===== src/vvf_pkg.sv =====
// Shared types and constants for the voxel visible-face mask block.
`default_nettype none
package vvf_pkg;

  localparam int COORD_W      = 4;
  localparam int FACES        = 6;
  localparam int COUNT_W      = 3;
  localparam int STEP_W       = 3;
  localparam int GRID_EDGE_DF = 16;

  // Face bit positions in the mask
  localparam int FACE_XP = 0;
  localparam int FACE_XM = 1;
  localparam int FACE_YP = 2;
  localparam int FACE_YM = 3;
  localparam int FACE_ZP = 4;
  localparam int FACE_ZM = 5;

  // Step at which the last read word lands
  localparam logic [STEP_W-1:0] WRITE_LAST = 3'd1;
  localparam logic [STEP_W-1:0] QUERY_LAST = 3'd5;

  typedef enum logic {
    OP_WRITE = 1'b0,
    OP_QUERY = 1'b1
  } opcode_e;

  typedef logic [COORD_W-1:0] coord_t;

  // What the evaluator sees of one item after its reads
  typedef struct packed {
    opcode_e          opcode;
    logic             in_grid;
    logic             solid_in;
    logic             here;
    logic [FACES-1:0] nbr_solid;
    logic [FACES-1:0] nbr_ok;
  } vvf_probe_t;

  typedef struct packed {
    logic               is_solid;
    logic [FACES-1:0]   face_mask;
    logic [COUNT_W-1:0] face_count;
  } vvf_result_t;

endpackage
`default_nettype wire


===== src/vvf_face_eval.sv =====
// Turns the gathered occupancy bits of one item into its result word.
`default_nettype none
module vvf_face_eval
  import vvf_pkg::*;
(
  input  vvf_probe_t  probe_i,
  output vvf_result_t result_o
);

  logic               query_hit;
  logic [FACES-1:0]   mask;
  logic [COUNT_W-1:0] count;

  assign query_hit = probe_i.in_grid && (probe_i.opcode == OP_QUERY) && probe_i.here;

  // on a query of a solid in-grid voxel, a face shows unless a neighbor inside the grid is solid; else no face
  assign mask = query_hit ? ~(probe_i.nbr_ok & probe_i.nbr_solid) : '0;

  always_comb begin
    count = '0;
    for (int i = 0; i < FACES; i++) begin
      count = count + COUNT_W'(mask[i]);
    end
  end

  always_comb begin
    result_o.face_mask  = mask;
    result_o.face_count = count;
    if (!probe_i.in_grid) begin
      result_o.is_solid = 1'b0;
    end else if (probe_i.opcode == OP_WRITE) begin
      result_o.is_solid = probe_i.solid_in;
    end else begin
      result_o.is_solid = probe_i.here;
    end
  end

endmodule
`default_nettype wire


===== config.mk =====
export PLATFORM = sky130hd
export DESIGN_NAME = vvf_face_eval
export DESIGN_NICKNAME = d
export VERILOG_FILES = /design/src/vvf_pkg.sv /design/src/vvf_face_eval.sv
export SDC_FILE = /design/constraint.sdc
export NUM_CORES = 1
export LEC_CHECK = 0
export BUFFER_PORTS_ARGS = -buffer_cell sky130_fd_sc_hd__buf_2
export CORE_AREA = 2 2 39 41
export DETAILED_ROUTE_END_ITERATION = 8
export DIE_AREA = 0 0 41 43
export PLACE_DENSITY = 0.44
export SLEW_MARGIN = 10
export SYNTH_ARGS = -nofsm -noshare
export SYNTH_HDL_FRONTEND = slang
export SYNTH_SLANG_ARGS = --single-unit
export TNS_END_PERCENT = 50

===== constraint.sdc =====
create_clock -name vclk -period 5.9
set_clock_uncertainty 0.15 [all_clocks]
set_input_delay 1.18 -clock vclk [all_inputs]
set_output_delay 1.18 -clock vclk [all_outputs]
set_load 0.1 [all_outputs]

## Yosys cells after proc, flatten, opt, wreduce, memory -nomap -nowiden

Cells that the tools add are included.

| storage, ports and cells | value |
|---|---|
| memories | 0 |
| register bits | 0 |
| logic and storage cells | 12 |
| ROM bits | 0 |
| bits of input ports | 16 |
| memory bits (writable) | 0 |
| output and inout bits | 10 |
| bits in latches | 0 |

| operators by class | value |
|---|---|
| magnitude comparators | 0 |
| reduce and logical (&&, ||, !) cells | 2 |
| mux-type cells | 3 |
| eq/ne operators | 0 |
| divide/modulo/power cells | 0 |
| bitwise logic cells | 2 |
| multipliers | 0 |
| shift operators | 0 |
| add/subtract/negate cells | 5 |

Operators with widths:

| kind | number |
|---|---|
| 3-bit by 1-bit adder with 3-bit output | 3 |
| 6-bit bitwise AND | 1 |
| 6-bit 2-to-1 mux | 1 |
| 6-bit inverter | 1 |
| 2-bit by 1-bit adder with 3-bit output | 1 |
| 1-bit by 1-bit adder with 2-bit output | 1 |
| 1-bit logical AND | 2 |
| 1-bit 2-to-1 mux | 2 |

## Depth between registers and ports, before layout

| logic depth | value |
|---|---|
| depth after elaboration | 8 |
| gate-level depth with buffers | 8 |
| depth with buffers taken out | 8 |

## Worst setup path before layout

Ideal clock, no wire load.

| timing | value |
|---|---|
| path type | in2out |
| from | input probe_i[14] (netlist bit) |
| to | output result_o[1] (netlist bit) |
| stages on the path | 8 |
| data required time | 4.570 ns |
| buffers on the path | 0 |
| setup slack | -0.565 ns |
| data arrival time | 5.135 ns |
| path through | nand3_4 > a21oi_1 > fa_1 > inv_1 > fa_1 > inv_1 > ha_1 > fa_1 |

RTL lines:

| what | line | text |
|---|---|---|
| from (decl) | vvf_face_eval.sv:6 | `input vvf_probe_t probe_i,` |
| to (decl) | vvf_face_eval.sv:7 | `output vvf_result_t result_o` |

==> flow_summary_export.csv <==
group,metric,value,unit
sta,fin_setup_tns,0,ns
yosys,syn_inst,18,
route,vias,225,
yosys,synth.area.mux_share,0.06154,
sta,slew_headroom,0.6738,
yosys,synth_top_family_by_area,"adder cells",
cts,ctsResizeCount,0,
yosys,synth_commonest_cells,"a21oi_1, fa_1, inv_1",
grt,grt_max_degree,9,
yosys,ys_top_cells_by_area,"fa_1, a21oi_1, nand3_4",
critical_path,crit_start,"probe_i[15]",
cells_and_area,drive_above_1_share,0.6818,
floorplanning,die_w,41,µm
worst_hold_path,hp-start,"probe_i[10]",
yosys,synth-seq-area-share,0,
critical_path,end_kind,"output port",
grt,grt_usage,0.04824,
yosys,synth_area,162.7,µm²
sta,slew_violations,0,
sta,tightest_slew,0.4927,ns
power_and_ir_drop,powerDensity,146.7,mW/mm²
floorplanning,io-pin-count,26,
floorplanning,core,0.001384,mm²
critical_path,critPathKind,"input pin to output port",
sta,rsz0062_at_grt,"no",
floorplanning,die_height,43,µm
yosys,synth.most_common_cell,"a21oi_1",
critical_path,cp.arrival,3.73,ns
route,drt_iter0_markers,0,
route,post_drt_wl_per_cell,7.300,µm
floorplanning,start_util,0.1175,
grt,antenna_found_initial,0,
critical_path,cp.required,4.57,ns
worst_hold_path,holdPathEnd,"result_o[7]",
sta,hold_viol_final,0,
sta,period_minus_slack,5.063,ns
yosys,yosysTopAreaCellShare,0.3692,
cells_and_area,antenna_cells,0,
yosys,synth_cell_types,8,
cells_and_area,nFlopsAndLatches,0,
power_and_ir_drop,power.leakage,0.1999,nW
yosys,synth_top_area_cell,"fa_1",
floorplanning,placementRows,14,
route,wl,438,µm
placement,gp_congestion,0.6443,
yosys,syn_nets,38,
placement,port_buffers,26,
cells_and_area,seqCellArea,0,µm²
cells_and_area,instances_no_fill,60,
yosys,syn_area_per_cell,9.036,µm²
sta,min_period_over_period,0.8581,
grt,grt-ovfl-total,0,
grt,grt_pass1_wl,641,µm
cts,cts_setup_buffers,0,
placement,dp.cells,60,
sta,setup_viol,0,
yosys,ys_warn_count,0,
flow_run,max_cap_violations,0,
cells_and_area,nClkBuffers,0,
sta,max_freq,0.1975,GHz
cells_and_area,areaGrowthSynthToFinish,99.23,%
run_status,status,"complete, no violations",
route,drc,0,
cells_and_area,nets,66,
worst_hold_path,hold_depth,3,
route,final_antenna_net_count,0,
critical_path,critPathMaxFanout,8,
critical_path,start_kind,"input pin",
grt,grt_pass1_vias,190,
route,first_pass_iters,1,
cts,hold_buffers,0,
yosys,synth_compound_area_frac,0.2769,
yosys,synth_fa_ha_area_frac,0.4462,
power_and_ir_drop,ir_drop,0.07886,mV
floorplanning,die_area,0.001763,mm²
yosys,yosys.area_share.simple,0.1462,
route,viasPerCell,3.750,
yosys,synth-xor-area-share,0,
worst_hold_path,min_path_type,"input pin to output port",
[how the worst max path moves through the flow]
stage                        endpoint  cells after the start
after floorplan           result_o[1]                      8
after global placement    result_o[1]                     10
after detailed placement  result_o[1]                     10
after CTS                 result_o[1]                     10
after global routing      result_o[1]                     10
final                     result_o[1]                     10
[worst max-delay path, stage by stage]
cell     delay, ns
buf_2         0.12
nand3_4       0.12
a21oi_2       0.06
fa_1          0.53
inv_1         0.05
fa_1          0.48
inv_1         0.05
ha_1          0.19
fa_1          0.52
buf_2         0.42
[per-layer routing]
layer  routed length (µm)  vias up  GRT usage
met4                    0        0    0.01333
met2                  206       13    0.08438
met3                   62        0          0
met1                  169       95    0.06129
met5                    0        -          0
li1                     -      117          -
[where the power goes]
part	switching [mW]	internal (mW)	total, mW
logic	0.0379	0.00959	0.0475
registers	0	0	0
clock network	0	0	0
[stage by stage]
stage / instance area (µm²) / power [mW] / setup slack [ns] / hold WS (ns) / utilization
floorplan: 173.9 / 0.03803 / 0.1562 / 2.485 / -
global placement: 324.1 / 0.04766 / 0.8353 / 2.631 / 0.2342
detailed placement: 324.1 / 0.04785 / 0.8200 / 2.631 / 0.2342
CTS: 324.1 / 0.04794 / 0.8197 / 2.632 / 0.2342
global route: 324.1 / 0.05081 / 0.7279 / 2.646 / 0.2342
finish: 324.1 / 0.04754 / 0.8373 / 2.632 / 0.2342
[final cells by class]
cell class | count | area [µm²]
multi-input cells | 15 | 162.7
repair buffers | 26 | 130.1
well taps | 16 | 20.02
fillers | 152 | 1060
inverters | 3 | 11.26
[cells in the final DEF (no fill, tap or decap)]
cell,instances
ha_1,1
a21oi_2,3
fa_1,3
buf_2,26
a21oi_1,3
nor2b_1,1
a21o_1,2
mux2i_1,1
nand3_4,1
inv_1,3
[cells by family after synthesis]
group	count (synthesis)
mux	1
buf+inv	3
fa+ha+maj	4
simple gates	2
compound gates	8
Note: power is estimated with default switching activity, not from simulation.
