**src/vvf_row_mem.sv**
```systemverilog
// Occupancy row memory: one write port, one registered read port.
`default_nettype none
module vvf_row_mem #(
  parameter int Depth = 256,
  parameter int Width = 16,
  parameter int Aw    = $clog2(Depth)
) (
  input  wire logic             clk_i,
  input  wire logic             we_i,
  input  wire logic [Aw-1:0]    waddr_i,
  input  wire logic [Width-1:0] wdata_i,
  input  wire logic [Aw-1:0]    raddr_i,
  output      logic [Width-1:0] rdata_o
);

  logic [Width-1:0] mem [Depth];

  always_ff @(posedge clk_i) begin
    if (we_i) begin
      mem[waddr_i] <= wdata_i;
    end
  end

  // read-before-write on a same-address collision
  always_ff @(posedge clk_i) begin
    rdata_o <= mem[raddr_i];
  end

endmodule
`default_nettype wire

```
**config.mk**
```make
export PLATFORM = sky130hd
export DESIGN_NAME = vvf_row_mem
export DESIGN_NICKNAME = d
export VERILOG_FILES = /design/src/vvf_row_mem.sv
export SDC_FILE = /design/constraint.sdc
export NUM_CORES = 2
export LEC_CHECK = 0
export BUFFER_PORTS_ARGS = -buffer_cell sky130_fd_sc_hd__buf_2
export CORE_ASPECT_RATIO = 1.5
export CORE_MARGIN = 3
export CORE_UTILIZATION = 55
export DETAILED_ROUTE_END_ITERATION = 10
export PLACE_DENSITY = 0.73
export SYNTH_ARGS = -nofsm -noshare
export SYNTH_HDL_FRONTEND = slang
export SYNTH_SLANG_ARGS = --single-unit
```
**constraint.sdc**
```tcl
create_clock -name clk_i -period 2.6 [get_ports clk_i]
set_clock_uncertainty 0.05 [all_clocks]
set_input_delay 0.52 -clock clk_i [delete_from_list [all_inputs] [get_ports clk_i]]
set_output_delay 0.52 -clock clk_i [all_outputs]
set_load 0.02 [all_outputs]
```
# [Yosys cells after proc, flatten, opt, wreduce, memory -nomap -nowiden]
# Memories as Yosys holds them, arrays and structs flattened. A register that Yosys moved wholly into a read port is not among the register bits.
# Cells that the tools add are included.
[op_classes] shift=0 add_sub_neg=0 div=0 order_cmp=0 n_eq_ne=0 bitwise_logic=0 muxes=2 n_mul=0 reduce_logical=0
[ops] op="two-way mux 1 bit" n=2
[word_totals] in_bits=34 elab_cells=3 mem_count=1 reg_bits=0 romBits=0 mem_bits_rw=4096 latchBits=0
[mem_list] memory="mem" depth=256 width=16 rd=1 rd_ports_with_merged_regs=1 write_ports=1 line_no="16" rtl="logic [Width-1:0] mem [Depth];"

# [Depth between registers and ports, before layout]
[logic_depth] word_depth=2 depth_mapped=12 depth_no_buf=6

# [Worst setup path before layout]
# OpenSTA, ideal clock, no wires.
[synth_timing] path_type="in2reg" from="in waddr_i[3]" to="mem mem[235][0] (enable)" t_arrival_ns=2.297 setup_ns=0.388 path_stages=6 n_path_buf=3 path_slack_ns=-0.135 path_cell_list="clkbuf_1 > nor2b_1 > clkbuf_1 > nand4_1 > clkbuf_1 > nor2_1"
[synth_lines] element="start, declared" line_no="10" rtl="input wire logic [Aw-1:0] waddr_i,"
[synth_lines] element="end, declared" line_no="16"
# No word-level cell before the write port.

==> metrics.cfg <==
[floorplan]
boundaryPins = 50
chipWidth_um = 444.6
floorplan.initialDensity_pct = 55.46
design.die.area_um2 = 295200
core_region_area_um2 = 286200
core.rowCount = 240
floorplan.die.height_um = 663.9

[global_route]
globalRouteTotalUtil_pct = 28.80
maximum_number_of_pins_on_one_net_before_global_route_repair = 97
first_global_vias = 83960
antenna_found_initial = 16
grt_overflow = 0
wire_length_of_the_first_global_routing_pass_mm = 609.5

[synth]
synth_sequential_area_ratio_pct = 77.70
post_synth.cell_area_avg_um2 = 21.56
synthDistinctLibCells = 52
post_synth_design_cell_area_um2 = 158700
synth_edf_count = 4096
syn_nets = 7394
synth-async-reset-ratio_pct = 0
ys_seq_elements = 4112
ys.warnings.count = 0
synthesized_instance_count = 7360
yosys_most_used_dff = sky130_fd_sc_hd__edfxtp_1

[cts]
clkTransAtPathRegs_ps = 70
clock-sinks = 4112
insertion_delay_ps = 910
h_tree_depth_reported_by_cts = 5
cts-buffers-inserted = 358
cts_root_buffer = sky130_fd_sc_hd__clkbuf_16
clock_tree_from_tritoncts = done
cts_max_path_buffers = 4

[critical_path]
cpMostUsedCell = sky130_fd_sc_hd__buf_16
top_cell_family_by_delay_on_the_critical_path = simple AND/OR/NAND/NOR gates
crit_type = primary input to flop
timing.critical_path.slowest_cell_delay_ps = 500
critPathArrivalTime_ps = 3440
worst_ep_required_time_ps = 3340
worst-path-buf-inv = 4
start_kind = primary input
critical_path_cell_by_cell = buf_16 > buf_12 > buf_16 > buf_16 > mux4_2 > nor2_2 > a22oi_2 > and4_1 > nand4_1 > nor4_1
crit_path_max_fanout = 16
crit_slowest_cell = sky130_fd_sc_hd__nand4_1
type_of_element_capturing_the_critical_path = flop

[final_layout]
final_core_util_pct = 64.71
fraction_of_layout_cells_with_a_size_suffix_above_1_pct = 29.91
area.growth.synth_to_final_pct = 16.67
num-nets-final = 8428

[sta]
timing_worst_slew_pin_value_ps = 884.2
final_hold_viol_count = 0
post-route-min-period_ps = 2692
post_route_clock_period_utilization_pct = 103.5
slew_violations = 0
finalSetupViolations = 1
relSlewSlack_pct = 40.60
grt_setup_unrepaired = yes
worst_path_setup_slack_after_routing_ps = -91.96
maxClockFrequency_mhz = 371.5

[worst_hold_path]
hold_path_class = primary input to flop

[run]
drv.max_cap_violation_count = 0

[route]
avgViaCountPerCell = 6.601
via_count = 82170
drt_pre_antenna_iters = 7
drc_errors = 0
ant_nets = 0
wirelength_mm = 426.1
wl_per_instance_um = 34.23
drt-initial-drc-count = 10600

[pwr]
worst_ir_drop_vdd_mv = 0.6255
power_leakage_nw = 59.99
power.density_nw_per_um2 = 719.6

[placed_design]
finalWeightedCongestion = 0.9571
portBuffers = 49
dp_slack_ps = -1436
dpl.hpwl_mm = 272.9

[outcome]
run_status = finished, violations left
failing_checks = setup timing

-- final cells by class --
cell class	instances	area, um2
fillers	17850	101000
well taps	3751	4693
inverters	4	27.53
flip-flops and latches	4112	123300
multi-input cells	2792	33150
clock inverters	202	1790
repair buffers	1126	12690
diodes	15	37.54
clock buffers	446	9469
-- cell usage in the layout (no fill, tap or decap), drive strengths merged, types with 5 or more instances in the layout --
cell type	Yosys	final
a2111oi	6	6
a211oi	18	18
a21oi	175	175
a221oi	28	28
a22o	32	32
a22oi	43	43
a31oi	6	6
and3	11	11
buf	222	1114
bufinv	0	28
clkbuf	230	448
clkinv	0	146
clkinvlp	0	18
dfxtp	16	16
diode	0	15
dlygate4sd3	0	7
edfxtp	4096	4096
inv	4	14
mux2	88	88
mux2i	565	565
mux4	797	797
nand2	38	38
nand3	35	35
nand4	26	26
nor2	304	304
nor2b	9	9
nor3	92	92
nor4	18	18
o21ai	38	38
o221ai	253	253
o22ai	148	148
o31ai	16	16
o32ai	21	21
or2	5	5
-- stage by stage --
stage	cell area, um2	setup TNS, ps	hold slack [ps]	power [W]	std cells
after global routing	185200	-88.36	35.43	0.1365	12440
final	185200	-91.96	54.22	0.1333	12450
after floorplan	158700	-224060	568.9	0.07819	7360
after detailed placement	173200	-16170	882.7	0.08233	11770
after global placement	173200	-16360	882.5	0.08213	11770
after CTS	185000	-58.97	4.109	0.1337	12430
-- cell usage after synthesis, types with 18 or more instances --
library cell	n	share of area, %
sky130_fd_sc_hd__o32ai_1	20	0.11
sky130_fd_sc_hd__nor3_1	92	0.29
sky130_fd_sc_hd__o21ai_0	37	0.12
sky130_fd_sc_hd__nand4_1	26	0.10
sky130_fd_sc_hd__a211oi_1	18	0.085
sky130_fd_sc_hd__clkbuf_1	230	0.54
sky130_fd_sc_hd__edfxtp_1	4096	77
sky130_fd_sc_hd__nand2_1	38	0.090
sky130_fd_sc_hd__mux2_2	88	0.62
sky130_fd_sc_hd__a22oi_1	43	0.20
sky130_fd_sc_hd__o221ai_1	252	1.4
sky130_fd_sc_hd__nor2_1	304	0.72
sky130_fd_sc_hd__nand3_1	35	0.11
sky130_fd_sc_hd__buf_2	76	0.24
sky130_fd_sc_hd__mux2i_1	565	3.6
sky130_fd_sc_hd__mux4_2	797	11
sky130_fd_sc_hd__buf_6	77	0.55
sky130_fd_sc_hd__a22o_1	32	0.18
sky130_fd_sc_hd__a21oi_1	175	0.55
sky130_fd_sc_hd__buf_1	27	0.064
sky130_fd_sc_hd__o22ai_1	148	0.58
sky130_fd_sc_hd__a221oi_1	28	0.15
sky130_fd_sc_hd__buf_4	26	0.12
-- cell families (layout without fill, tap and decap cells) --
logic type	count (synthesis)	after routing	synth area share (%)
buffers and inverters	456	1778	1.693
multiplexers	1450	1450	15.50
flip-flops	4112	4112	77.70
AO/OA/AOI/OAI	786	786	3.537
AND/OR/NAND/NOR	556	556	1.574
other	0	15	0
-- what timing repair did --
item                                   in CTS  in global routing
pin swaps                                   8                  8
resized for setup                          48                 25
setup buffers                               4                  0
setup endpoints to repair                  10                 11
hold buffers                                7                  0
cloned                                      3                  2
endpoints found under the hold margin     123                  0
-- sequential cells by signal (all words and copies together) (netlist names) --
register	flops
rdata_o	16
mem	4096
-- power by group --
part,switching (W),internal (W)
clock network,0.0234,0.0287
registers,0.000140,0.0730
logic,0.00481,0.00317
-- layer usage --
metal  global-route usage [%]  part of all wire [%]  wire length (um)
met5                        0                0.0094                40
met1                    35.31                    33            141600
met3                    4.791                   9.0             38240
met2                    47.82                    50            212700
met4                    18.51                   7.9             33530
-- final timing paths --
path | from | end | depth (start not counted) | slack [ps]
worst max-delay path | raddr_i[0] | rdata_o[1] | 10 | -90
worst min-delay path | wdata_i[14] | mem[93][14] | 1 | 50
worst min register to register | mem[200][15] | rdata_o[15] | 6 | 1070
worst max register to register | mem[176][5] | rdata_o[5] | 6 | 10
Power figures use the tool's default switching activity.
